==> src/sv/tsm_pkg.sv <==
// ============================================================================
// tsm_pkg: shared types and constants for the thermistor scan summarizer
// Holds the threshold ROM, the converted temperature table, word types and
// the sequencer's state and control types.
// ============================================================================
package tsm_pkg;

    // Threshold ROM geometry
    localparam int ROM_SIZE = 33;
    localparam int IDX_W    = 6;

    // Shared subtractor width
    localparam int SUB_W = 16;

    // Sequencer step counts
    localparam int SEARCH_STEPS = 6;
    localparam int DIV_STEPS    = 14;
    localparam int STEP_W       = 4;

    // Accumulator limits and checksum bias
    localparam logic [12:0] SUM_LIMIT   = 13'd4095;
    localparam logic [6:0]  COUNT_LIMIT = 7'd127;
    localparam logic [7:0]  CHECK_BIAS  = 8'hBE;
    localparam logic [7:0]  MIN_RESET   = 8'd100;
    localparam logic [7:0]  AVG_CLAMP   = 8'd127;

    // Mask register indexes
    localparam logic REG_MASK_LOW  = 1'b0;
    localparam logic REG_MASK_HIGH = 1'b1;

    localparam logic [31:0] MASK_LOW_RESET  = 32'hEF00003D;
    localparam logic [31:0] MASK_HIGH_RESET = 32'h0FFF7FFE;

    typedef struct packed {
        logic [15:0] sample;
        logic [5:0]  sensor_index;
        logic        scan_end;
    } tsm_in_t;

    typedef struct packed {
        logic signed [7:0] low_deg;
        logic signed [7:0] high_deg;
        logic signed [7:0] mean_deg;
        logic [7:0]        frame_checksum;
    } tsm_out_t;

    typedef enum logic [2:0] {
        ST_IDLE,
        ST_SEARCH,
        ST_UPDATE,
        ST_DIVIDE,
        ST_EMIT
    } tsm_state_t;

    // Sequencer strobes toward the datapath
    typedef struct packed {
        logic              in_ready;
        logic              load_item;
        logic              search_step;
        logic              update;
        logic              div_step;
        logic              emit;
        logic [STEP_W-1:0] step;
    } tsm_ctrl_t;

    // ADC code thresholds, falling; unused codes read as zero
    function automatic logic [15:0] thr_code(input logic [IDX_W-1:0] idx);
        logic [15:0] code;
        unique case (idx)
            6'd0:  code = 16'd48456;
            6'd1:  code = 16'd48059;
            6'd2:  code = 16'd47662;
            6'd3:  code = 16'd47265;
            6'd4:  code = 16'd46669;
            6'd5:  code = 16'd46073;
            6'd6:  code = 16'd45080;
            6'd7:  code = 16'd44286;
            6'd8:  code = 16'd43094;
            6'd9:  code = 16'd41903;
            6'd10: code = 16'd40711;
            6'd11: code = 16'd39520;
            6'd12: code = 16'd38130;
            6'd13: code = 16'd36938;
            6'd14: code = 16'd35746;
            6'd15: code = 16'd34555;
            6'd16: code = 16'd33363;
            6'd17: code = 16'd32370;
            6'd18: code = 16'd31576;
            6'd19: code = 16'd30782;
            6'd20: code = 16'd29987;
            6'd21: code = 16'd29391;
            6'd22: code = 16'd28796;
            6'd23: code = 16'd28398;
            6'd24: code = 16'd27803;
            6'd25: code = 16'd27405;
            6'd26: code = 16'd27207;
            6'd27: code = 16'd26810;
            6'd28: code = 16'd26611;
            6'd29: code = 16'd26412;
            6'd30: code = 16'd26214;
            6'd31: code = 16'd26015;
            6'd32: code = 16'd25817;
            default: code = 16'd0;
        endcase
        return code;
    endfunction

    // Table temperature already taken through (t-32)*5/9, truncated
    function automatic logic signed [7:0] conv_temp(input logic [IDX_W-1:0] idx);
        logic signed [7:0] temp;
        unique case (idx)
            6'd0:  temp = -8'sd40;
            6'd1:  temp = -8'sd37;
            6'd2:  temp = -8'sd34;
            6'd3:  temp = -8'sd31;
            6'd4:  temp = -8'sd28;
            6'd5:  temp = -8'sd26;
            6'd6:  temp = -8'sd23;
            6'd7:  temp = -8'sd20;
            6'd8:  temp = -8'sd17;
            6'd9:  temp = -8'sd15;
            6'd10: temp = -8'sd12;
            6'd11: temp = -8'sd9;
            6'd12: temp = -8'sd6;
            6'd13: temp = -8'sd3;
            6'd14: temp = -8'sd1;
            6'd15: temp = 8'sd1;
            6'd16: temp = 8'sd4;
            6'd17: temp = 8'sd7;
            6'd18: temp = 8'sd10;
            6'd19: temp = 8'sd12;
            6'd20: temp = 8'sd15;
            6'd21: temp = 8'sd18;
            6'd22: temp = 8'sd21;
            6'd23: temp = 8'sd23;
            6'd24: temp = 8'sd26;
            6'd25: temp = 8'sd29;
            6'd26: temp = 8'sd32;
            6'd27: temp = 8'sd35;
            6'd28: temp = 8'sd37;
            6'd29: temp = 8'sd40;
            6'd30: temp = 8'sd43;
            6'd31: temp = 8'sd46;
            6'd32: temp = 8'sd48;
            default: temp = -8'sd40;
        endcase
        return temp;
    endfunction

endpackage

==> src/sv/thermistor_scan_min_max_avg_core.sv <==
// ============================================================================
// thermistor_scan_min_max_avg_core: thermistor scan min, max and average
// Maps ADC codes to temperatures, tracks min and max across scans and
// emits a summary word with a rounded average at each scan end.
// ============================================================================
// Usage:
//   in channel (in_valid/in_ready/in_data) takes one sample word: ADC code,
//   sensor index and scan_end mark. out channel (out_valid/out_ready/
//   out_data) gives one summary word per scan: min, max, rounded average
//   and frame checksum. cfg_we/cfg_index/cfg_data write the two sensor
//   enable masks; write them only while the block is idle.
//   Each word passes through the idle/accept state, 6 binary-search
//   steps through the threshold ROM on the shared subtractor, and the
//   update state. A scan_end word adds 14 division steps on the same
//   subtractor and then loads the output register in the emit state.
//   The block handles one word at a time and drops in_ready meanwhile.
//   If the receiver stalls, the summary sits in the output register and the
//   block keeps accepting samples; only the next scan end waits for it.
//   Reset restores the mask defaults, min 100, max 0 and clears the sum
//   and count; no clearing pass is needed.
// ============================================================================
module thermistor_scan_min_max_avg_core
    import tsm_pkg::*;
#(
    parameter int SENSOR_COUNT  = 64,
    parameter int TABLE_ENTRIES = 33
)
(
    input  logic        clk,
    input  logic        rst_n,
    input  logic        in_valid,
    output logic        in_ready,
    input  tsm_in_t     in_data,
    output logic        out_valid,
    input  logic        out_ready,
    output tsm_out_t    out_data,
    input  logic        cfg_we,
    input  logic        cfg_index,
    input  logic [31:0] cfg_data
);

    // Last searchable ROM entry
    localparam int MATCH_LAST =
        ((TABLE_ENTRIES < ROM_SIZE) ? TABLE_ENTRIES : ROM_SIZE) - 1;

    tsm_ctrl_t ctrl;

    logic [31:0]      mask_low_reg, mask_high_reg;
    logic [15:0]      sample_reg;
    logic [5:0]       idx_reg;
    logic             last_reg;
    logic [IDX_W-1:0] pos_reg, pos_next;
    logic [7:0]       run_min_reg, run_min_next;
    logic [7:0]       run_max_reg, run_max_next;
    logic [11:0]      sum_reg, sum_next;
    logic [6:0]       count_reg, count_next;
    logic [13:0]      num_reg, num_next;
    logic [7:0]       rem_reg, rem_next;
    logic [7:0]       den_reg, den_next;
    logic             out_valid_reg, out_valid_next;
    tsm_out_t         out_data_reg, out_data_next;

    logic             out_free;
    logic [2:0]       bit_sel;
    logic [IDX_W-1:0] cand;
    logic             cand_ok;
    logic [SUB_W-1:0] sub_a, sub_b, sub_diff;
    logic             sub_borrow;
    logic [8:0]       trial;
    logic [IDX_W-1:0] match_idx;
    logic signed [7:0] temp;
    logic             enabled;
    logic [63:0]      mask_all;
    logic [5:0]       temp_u;
    logic [12:0]      sum_trial;
    logic [7:0]       avg_val, min_val, max_val;

    assign out_free  = !out_valid_reg || out_ready;
    assign in_ready  = ctrl.in_ready;
    assign out_valid = out_valid_reg;
    assign out_data  = out_data_reg;

    tsm_ctrl u_ctrl (
        .clk      (clk),
        .rst_n    (rst_n),
        .in_valid (in_valid),
        .last     (last_reg),
        .out_free (out_free),
        .ctrl     (ctrl)
    );

    // Search candidate: set one index bit per step, MSB first
    assign bit_sel = 3'(SEARCH_STEPS - 1) - ctrl.step[2:0];
    assign cand    = pos_reg | (IDX_W'(1) << bit_sel);
    assign cand_ok = (cand <= IDX_W'(MATCH_LAST));

    // Division trial remainder
    assign trial = {rem_reg, num_reg[13]};

    // Shared subtractor operands
    always_comb
    begin
        if (ctrl.div_step)
        begin
            sub_a = SUB_W'(trial);
            sub_b = SUB_W'(den_reg);
        end
        else
        begin
            sub_a = thr_code(cand);
            sub_b = sample_reg;
        end
    end

    tsm_sub u_sub (
        .a      (sub_a),
        .b      (sub_b),
        .diff   (sub_diff),
        .borrow (sub_borrow)
    );

    // Temperature of the matched entry; entry 0 when nothing matched
    assign match_idx = pos_reg + 1'b1;
    assign temp      = (match_idx <= IDX_W'(MATCH_LAST)) ? conv_temp(match_idx)
                                                          : conv_temp('0);
    assign mask_all  = {mask_high_reg, mask_low_reg};
    assign enabled   = (7'(idx_reg) < 7'(SENSOR_COUNT)) && mask_all[idx_reg];
    assign temp_u    = temp[5:0];
    assign sum_trial = {1'b0, sum_reg} + 13'(temp_u);

    // Summary values at scan end
    always_comb
    begin
        if (count_reg == '0)
        begin
            avg_val = '0;
            min_val = '0;
            max_val = '0;
        end
        else
        begin
            avg_val = (num_reg > 14'(AVG_CLAMP)) ? AVG_CLAMP : num_reg[7:0];
            min_val = run_min_reg;
            max_val = run_max_reg;
        end
    end

    // Datapath next values
    always_comb
    begin
        pos_next       = pos_reg;
        run_min_next   = run_min_reg;
        run_max_next   = run_max_reg;
        sum_next       = sum_reg;
        count_next     = count_reg;
        num_next       = num_reg;
        rem_next       = rem_reg;
        den_next       = den_reg;
        out_valid_next = out_valid_reg;
        out_data_next  = out_data_reg;

        if (out_valid_reg && out_ready)
        begin
            out_valid_next = 1'b0;
        end

        if (ctrl.load_item)
        begin
            pos_next = '0;
        end

        // Keep the candidate while its threshold is not below the sample
        if (ctrl.search_step && cand_ok && !sub_borrow)
        begin
            pos_next = cand;
        end

        if (ctrl.update)
        begin
            if (enabled && !temp[7])
            begin
                if (temp_u < run_min_reg[5:0] || run_min_reg[7:6] != 2'b00)
                begin
                    run_min_next = 8'(temp_u);
                end
                if (8'(temp_u) > run_max_reg)
                begin
                    run_max_next = 8'(temp_u);
                end
                if (count_reg < COUNT_LIMIT && sum_trial <= SUM_LIMIT)
                begin
                    sum_next   = sum_trial[11:0];
                    count_next = count_reg + 1'b1;
                end
            end
            // Rounded average: (2*sum + count) / (2*count)
            num_next = 14'({sum_next, 1'b0}) + 14'(count_next);
            den_next = {count_next, 1'b0};
            rem_next = '0;
        end

        // One restoring division step; quotient shifts into num
        if (ctrl.div_step)
        begin
            rem_next = sub_borrow ? trial[7:0] : sub_diff[7:0];
            num_next = {num_reg[12:0], !sub_borrow};
        end

        if (ctrl.emit)
        begin
            out_valid_next               = 1'b1;
            out_data_next.low_deg        = min_val;
            out_data_next.high_deg       = max_val;
            out_data_next.mean_deg       = avg_val;
            out_data_next.frame_checksum = min_val + max_val + avg_val + CHECK_BIAS;
            run_min_next                 = min_val;
            run_max_next                 = max_val;
            sum_next                     = '0;
            count_next                   = '0;
        end
    end

    // Control and state registers
    always_ff @(posedge clk or negedge rst_n)
    begin
        if (!rst_n)
        begin
            mask_low_reg  <= MASK_LOW_RESET;
            mask_high_reg <= MASK_HIGH_RESET;
            run_min_reg   <= MIN_RESET;
            run_max_reg   <= '0;
            sum_reg       <= '0;
            count_reg     <= '0;
            out_valid_reg <= 1'b0;
        end
        else
        begin
            if (cfg_we && cfg_index == REG_MASK_LOW)
            begin
                mask_low_reg <= cfg_data;
            end
            if (cfg_we && cfg_index == REG_MASK_HIGH)
            begin
                mask_high_reg <= cfg_data;
            end
            run_min_reg   <= run_min_next;
            run_max_reg   <= run_max_next;
            sum_reg       <= sum_next;
            count_reg     <= count_next;
            out_valid_reg <= out_valid_next;
        end
    end

    // Payload and working registers
    always_ff @(posedge clk)
    begin
        if (ctrl.load_item)
        begin
            sample_reg <= in_data.sample;
            idx_reg    <= in_data.sensor_index;
            last_reg   <= in_data.scan_end;
        end
        pos_reg      <= pos_next;
        num_reg      <= num_next;
        rem_reg      <= rem_next;
        den_reg      <= den_next;
        out_data_reg <= out_data_next;
    end

`ifndef ASSERT_OFF
    // A nonzero sum always has counted readings behind it
    a_sum_has_count: assert property (@(posedge clk) disable iff (!rst_n)
        (sum_reg != '0) |-> (count_reg != '0))
        else $error("scan sum nonzero with zero count");

    // A summary clears the accumulators
    a_emit_clears: assert property (@(posedge clk) disable iff (!rst_n)
        ctrl.emit |=> (sum_reg == '0 && count_reg == '0))
        else $error("accumulators not cleared after summary");

    // A summary never overwrites a word still waiting
    a_emit_free: assert property (@(posedge clk) disable iff (!rst_n)
        ctrl.emit |-> (!out_valid_reg || out_ready))
        else $error("summary loaded over a pending word");

    // Running min stays within its reset ceiling
    a_min_bound: assert property (@(posedge clk) disable iff (!rst_n)
        run_min_reg <= MIN_RESET)
        else $error("running min out of range");

    // Search position never passes the last searchable entry
    a_pos_bound: assert property (@(posedge clk) disable iff (!rst_n)
        ctrl.update |-> (pos_reg <= IDX_W'(MATCH_LAST)))
        else $error("search position beyond table");
`endif

endmodule

==> src/sv/tsm_sub.sv <==
// ============================================================================
// tsm_sub: shared subtract and compare unit
// Gives a - b and the borrow; used by the table search and by the divider.
// ============================================================================
module tsm_sub
    import tsm_pkg::*;
(
    input  logic [SUB_W-1:0] a,
    input  logic [SUB_W-1:0] b,
    output logic [SUB_W-1:0] diff,
    output logic             borrow
);

    // borrow set when a < b
    always_comb
    begin
        {borrow, diff} = {1'b0, a} - {1'b0, b};
    end

endmodule

==> src/sv/tsm_ctrl.sv <==
// ============================================================================
// tsm_ctrl: sequencer for the scan summarizer
// Steps one word through the table search, the update and, at scan end,
// the bit-serial division and the result hand-off.
// ============================================================================
module tsm_ctrl
    import tsm_pkg::*;
(
    input  logic      clk,
    input  logic      rst_n,
    input  logic      in_valid,
    input  logic      last,
    input  logic      out_free,
    output tsm_ctrl_t ctrl
);

    tsm_state_t        state_reg, state_next;
    logic [STEP_W-1:0] step_reg, step_next;

    // State and step registers
    always_ff @(posedge clk or negedge rst_n)
    begin
        if (!rst_n)
        begin
            state_reg <= ST_IDLE;
            step_reg  <= '0;
        end
        else
        begin
            state_reg <= state_next;
            step_reg  <= step_next;
        end
    end

    // Next state and strobes
    always_comb
    begin
        state_next       = state_reg;
        step_next        = step_reg;
        ctrl             = '0;
        ctrl.step        = step_reg;
        unique case (state_reg)
            ST_IDLE:
            begin
                ctrl.in_ready = 1'b1;
                if (in_valid)
                begin
                    ctrl.load_item = 1'b1;
                    step_next      = '0;
                    state_next     = ST_SEARCH;
                end
            end
            ST_SEARCH:
            begin
                ctrl.search_step = 1'b1;
                if (step_reg == STEP_W'(SEARCH_STEPS - 1))
                begin
                    step_next  = '0;
                    state_next = ST_UPDATE;
                end
                else
                begin
                    step_next = step_reg + 1'b1;
                end
            end
            ST_UPDATE:
            begin
                ctrl.update = 1'b1;
                step_next   = '0;
                state_next  = last ? ST_DIVIDE : ST_IDLE;
            end
            ST_DIVIDE:
            begin
                ctrl.div_step = 1'b1;
                if (step_reg == STEP_W'(DIV_STEPS - 1))
                begin
                    step_next  = '0;
                    state_next = ST_EMIT;
                end
                else
                begin
                    step_next = step_reg + 1'b1;
                end
            end
            ST_EMIT:
            begin
                if (out_free)
                begin
                    ctrl.emit  = 1'b1;
                    state_next = ST_IDLE;
                end
            end
            default:
            begin
                state_next = ST_IDLE;
            end
        endcase
    end

endmodule

==> config.mk <==
export PLATFORM = sky130hd
export DESIGN_NAME = thermistor_scan_min_max_avg_core
export DESIGN_NICKNAME = d
export VERILOG_FILES = /design/src/sv/tsm_pkg.sv /design/src/sv/thermistor_scan_min_max_avg_core.sv /design/src/sv/tsm_sub.sv /design/src/sv/tsm_ctrl.sv
export SDC_FILE = /design/constraint.sdc
export NUM_CORES = 1
export LEC_CHECK = 0
export ABC_AREA = 0
export BUFFER_PORTS_ARGS = -buffer_cell sky130_fd_sc_hd__buf_2
export CAP_MARGIN = 15
export CORE_ASPECT_RATIO = 0.75
export CORE_MARGIN = 3
export CORE_UTILIZATION = 50
export CTS_BUF_LIST = sky130_fd_sc_hd__clkbuf_8
export DETAILED_ROUTE_END_ITERATION = 16
export PLACE_DENSITY = 0.71
export SYNTH_ARGS = -nofsm -noshare
export SYNTH_HDL_FRONTEND = slang
export SYNTH_SLANG_ARGS = --single-unit
export TNS_END_PERCENT = 1
==> constraint.sdc <==
create_clock -name clk -period 6.2 [get_ports clk]
set_input_delay 0.31 -clock clk [delete_from_list [all_inputs] [get_ports clk]]
set_output_delay 0.31 -clock clk [all_outputs]
set_load 0.005 [all_outputs]
==> impl_metrics.tcl <==
set metrics [dict create \
    setup_ws_ns 0.355 \
    fin_skew_ns 0.0177 \
    async_flop_share_pct 54.3 \
    place_hpwl_mm 19.6 \
    synth_flop_cell "edfxtp_1" \
    die-area_um2 25800 \
    die_h_um 140 \
    cp.required_ns 6.44 \
    r2r_cells 26 \
    startpoint_type "flip-flop" \
    synth_area_per_cell_um2 10.7 \
    core_area_um2 23200 \
    fmax_ghz 0.171 \
    grt_pass1_vias 8634 \
    rr_startpoint "pos_reg[0]$_SDFFCE_PN0P_" \
    num_vias 8920 \
    outcome "completed" \
    crit_fanout 14 \
    endpoint_kind "flip-flop" \
    power_density_nw_per_um2 449 \
    tns_ns 0 \
    synth-edff-count 90 \
    power.leakage_nw 5.72 \
    critPathArrivalTime_ns 6.08 \
    hold_class "in -> reg" \
    cts.htree.levels 4 \
    wl_per_cell_um 17.7 \
    clk_pin_slew_ns 0.11 \
    antenna_found_initial 0 \
    synth_cells 1119 \
    post-route-period-util_pct 94.3 \
    synth.net_count 1266 \
    start_util_pct 51.4 \
    drt_wl_total_mm 27.4 \
    worst_pin_slew_ns 1.01 \
    min_path_cells 2 \
    drc 0 \
    rrSetupSlack_ns 0.35 \
    floorplan.rows 48 \
    slew_headroom_pct 31.9 \
    drt-pass1-iter-count 5 \
    ys_ff_latch 197 \
    peakVddDrop_uv 208 \
    grt_max_degree 60 \
    maxCapViolCount 0 \
    ioPinCount 95 \
    r2r-end "num_reg[12]$_DFFE_PP_" \
    cts_buffers 17 \
    grt_pass1_wl_mm 44.9 \
    antenna_cells 0 \
    layout-drive-gt1-share_pct 25.6 \
    timing.final.crit_period_ns 5.85 \
    cts_root_buf "clkbuf_8" \
    path_class "reg -> reg" \
    track_usage_pct 21.7 \
    utilization_pct 58.0 \
    synth.distinct_cells 86 \
    min_to "mask_high_reg[5]$_DFFE_PN1P_" \
    drt_iter0_drc 801 \
    netlist_area_um2 12000 \
    final_nets 1380 \
    yosysSeqAreaShare_pct 45.4 \
    ant_nets 0 \
    numPortBuffers 94 \
    slew_violations 0 \
    ys_warn_count 0 \
    worstSkewPairLatency_ns 0.49 \
    cts.sinks 197 \
    area_growth_pct 12.8 \
    cts_tree "yes" \
    die_w_um 185 \
    clockBufferDepth 2 \
    finalSetupViolCount 0 \
    gp_congestion 0.941 \
    hold_viol 0 \
    viasPerCell 5.77 \
    overflow 0 \
    hp-start "cfg_data[5]" \
    dp_slack_ns 0.148 \
]
-- timing repair --
action / in CTS / in global routing
buffers inserted: 0 / 4
gates resized for setup: 0 / 16
hold endpoints to repair: 44 / 0
setup endpoints to repair: 0 / 13
hold buffers: 24 / 0
-- worst max path at each step --
stage / from / to / depth (start not counted)
5_1_grt: pos_reg[0]$_SDFFCE_PN0P_ / num_reg[7]$_DFFE_PP_ / 28
3_3_place_gp: pos_reg[0]$_SDFFCE_PN0P_ / num_reg[12]$_DFFE_PP_ / 24
2_1_floorplan: pos_reg[0]$_SDFFCE_PN0P_ / num_reg[12]$_DFFE_PP_ / 30
4_1_cts: pos_reg[1]$_SDFFCE_PN0P_ / num_reg[12]$_DFFE_PP_ / 24
3_5_place_dp: pos_reg[1]$_SDFFCE_PN0P_ / num_reg[12]$_DFFE_PP_ / 24
6_report: pos_reg[0]$_SDFFCE_PN0P_ / num_reg[12]$_DFFE_PP_ / 26
-- power breakdown --
part	switching, W	leakage (nW)	total [W]	internal, W
Sequential	0.000228	2.11	0.00205	0.00182
Combinational	0.00189	3.41	0.00320	0.00131
Clock	0.000510	0.200	0.000808	0.000298
-- worst max-delay path: stages (launching register included) --
cell	delay, ns
edfxtp_1	0.41
buf_4	0.19
and3_4	0.20
xnor2_1	0.12
buf_4	0.20
o31a_1	0.26
nor2_1	0.11
a21oi_1	0.05
a21oi_1	0.22
inv_1	0.12
ha_1	0.34
and3_1	0.18
a21oi_1	0.23
a31oi_2	0.18
a31o_2	0.31
or4_4	0.54
nor2_2	0.24
xor2_1	0.21
ha_1	0.30
a21oi_1	0.22
o21bai_1	0.09
a21oi_1	0.27
o21bai_1	0.14
and2_1	0.18
o221ai_1	0.08
xnor2_1	0.15
a21oi_1	0.08
-- stage by stage --
stage / cells / hold WS, ns / power, W / instance area [um^2]
4_1_cts: 1542 / 0.0259 / 0.00601 / 13400
3_3_place_gp: 1486 / 0.349 / 0.00509 / 12800
2_1_floorplan: 1119 / 0.0144 / 0.00433 / 12000
5_1_grt: 1546 / 0.0378 / 0.00657 / 13500
6_report: 1546 / 0.0665 / 0.00606 / 13500
3_5_place_dp: 1486 / 0.359 / 0.00516 / 12800
-- final cells by class --
class / count / area [um^2]
multi-input combinational: 783 / 6040
inverter: 86 / 330
fill: 1945 / 9750
clock inverter: 15 / 138
timing repair buffer: 148 / 938
clock buffer: 17 / 234
sequential: 197 / 5430
tap: 300 / 375
-- layout by cell type, fill, tap and decap left out, types with 6 or more instances in the layout --
cell type      count
o211ai_1           8
a21o_1            10
o21ai_0           63
xnor2_1           25
o31ai_1            6
xor2_1            10
nor3_1            15
dlygate4sd3_1     24
a21boi_0           6
nor2_1            76
buf_4             31
mux2i_1           21
ha_1              72
edfxtp_1          90
o21ai_1           10
and2_1            13
dfrtp_1           66
fa_1              11
mux4_2            17
buf_2             93
inv_1             81
a211oi_1          12
a31oi_1            8
nand2_1          124
dfstp_2           41
a21oi_1           52
clkbuf_8          17
mux2_2            68
nand3_1           27
nor2b_1            9
-- metal layers --
metal	vias to the layer above	share of wire (%)	track usage (%)
li1	4257	-	-
met1	4318	48	31.9
met2	316	44	32.6
met3	29	7.1	4.96
met4	0	1.4	5.73
met5	-	0	0
-- logic make-up (layout without fill, tap and decap cells) --
kind of cell / after synthesis / count (layout) / synth area share (%)
flip-flops: 197 / 197 / 45.4
multiplexers: 110 / 110 / 12.2
adder cells (fa/ha/maj): 86 / 86 / 9.69
AND/OR/NAND/NOR: 309 / 309 / 12.0
other: 1 / 1 / 0.0314
buffers and inverters: 139 / 266 / 4.70
XOR/XNOR: 38 / 38 / 2.85
AO/OA/AOI/OAI: 239 / 239 / 13.0
-- cell usage after synthesis, drive strengths merged, types with 6 or more instances --
master,n,share of area [%]
a211oi,13,0.92
a21boi,6,0.38
a21o,10,0.63
a21oi,54,2.3
a31oi,9,0.47
and2,13,0.68
buf,19,0.92
clkbuf,34,1.1
dfrtp,66,14
dfstp,41,9.0
edfxtp,90,23
fa,11,1.8
ha,75,7.8
inv,84,2.6
mux2,68,6.4
mux2i,21,1.8
mux4,21,4.1
nand2,124,3.9
nand2b,6,0.31
nand3,27,1.1
nor2,80,2.6
nor2b,10,0.52
nor3,18,0.89
o211ai,8,0.50
o21ai,74,3.1
o31ai,8,0.62
xnor2,27,2.0
xor2,11,0.81
(Power assumes the default switching activity.)
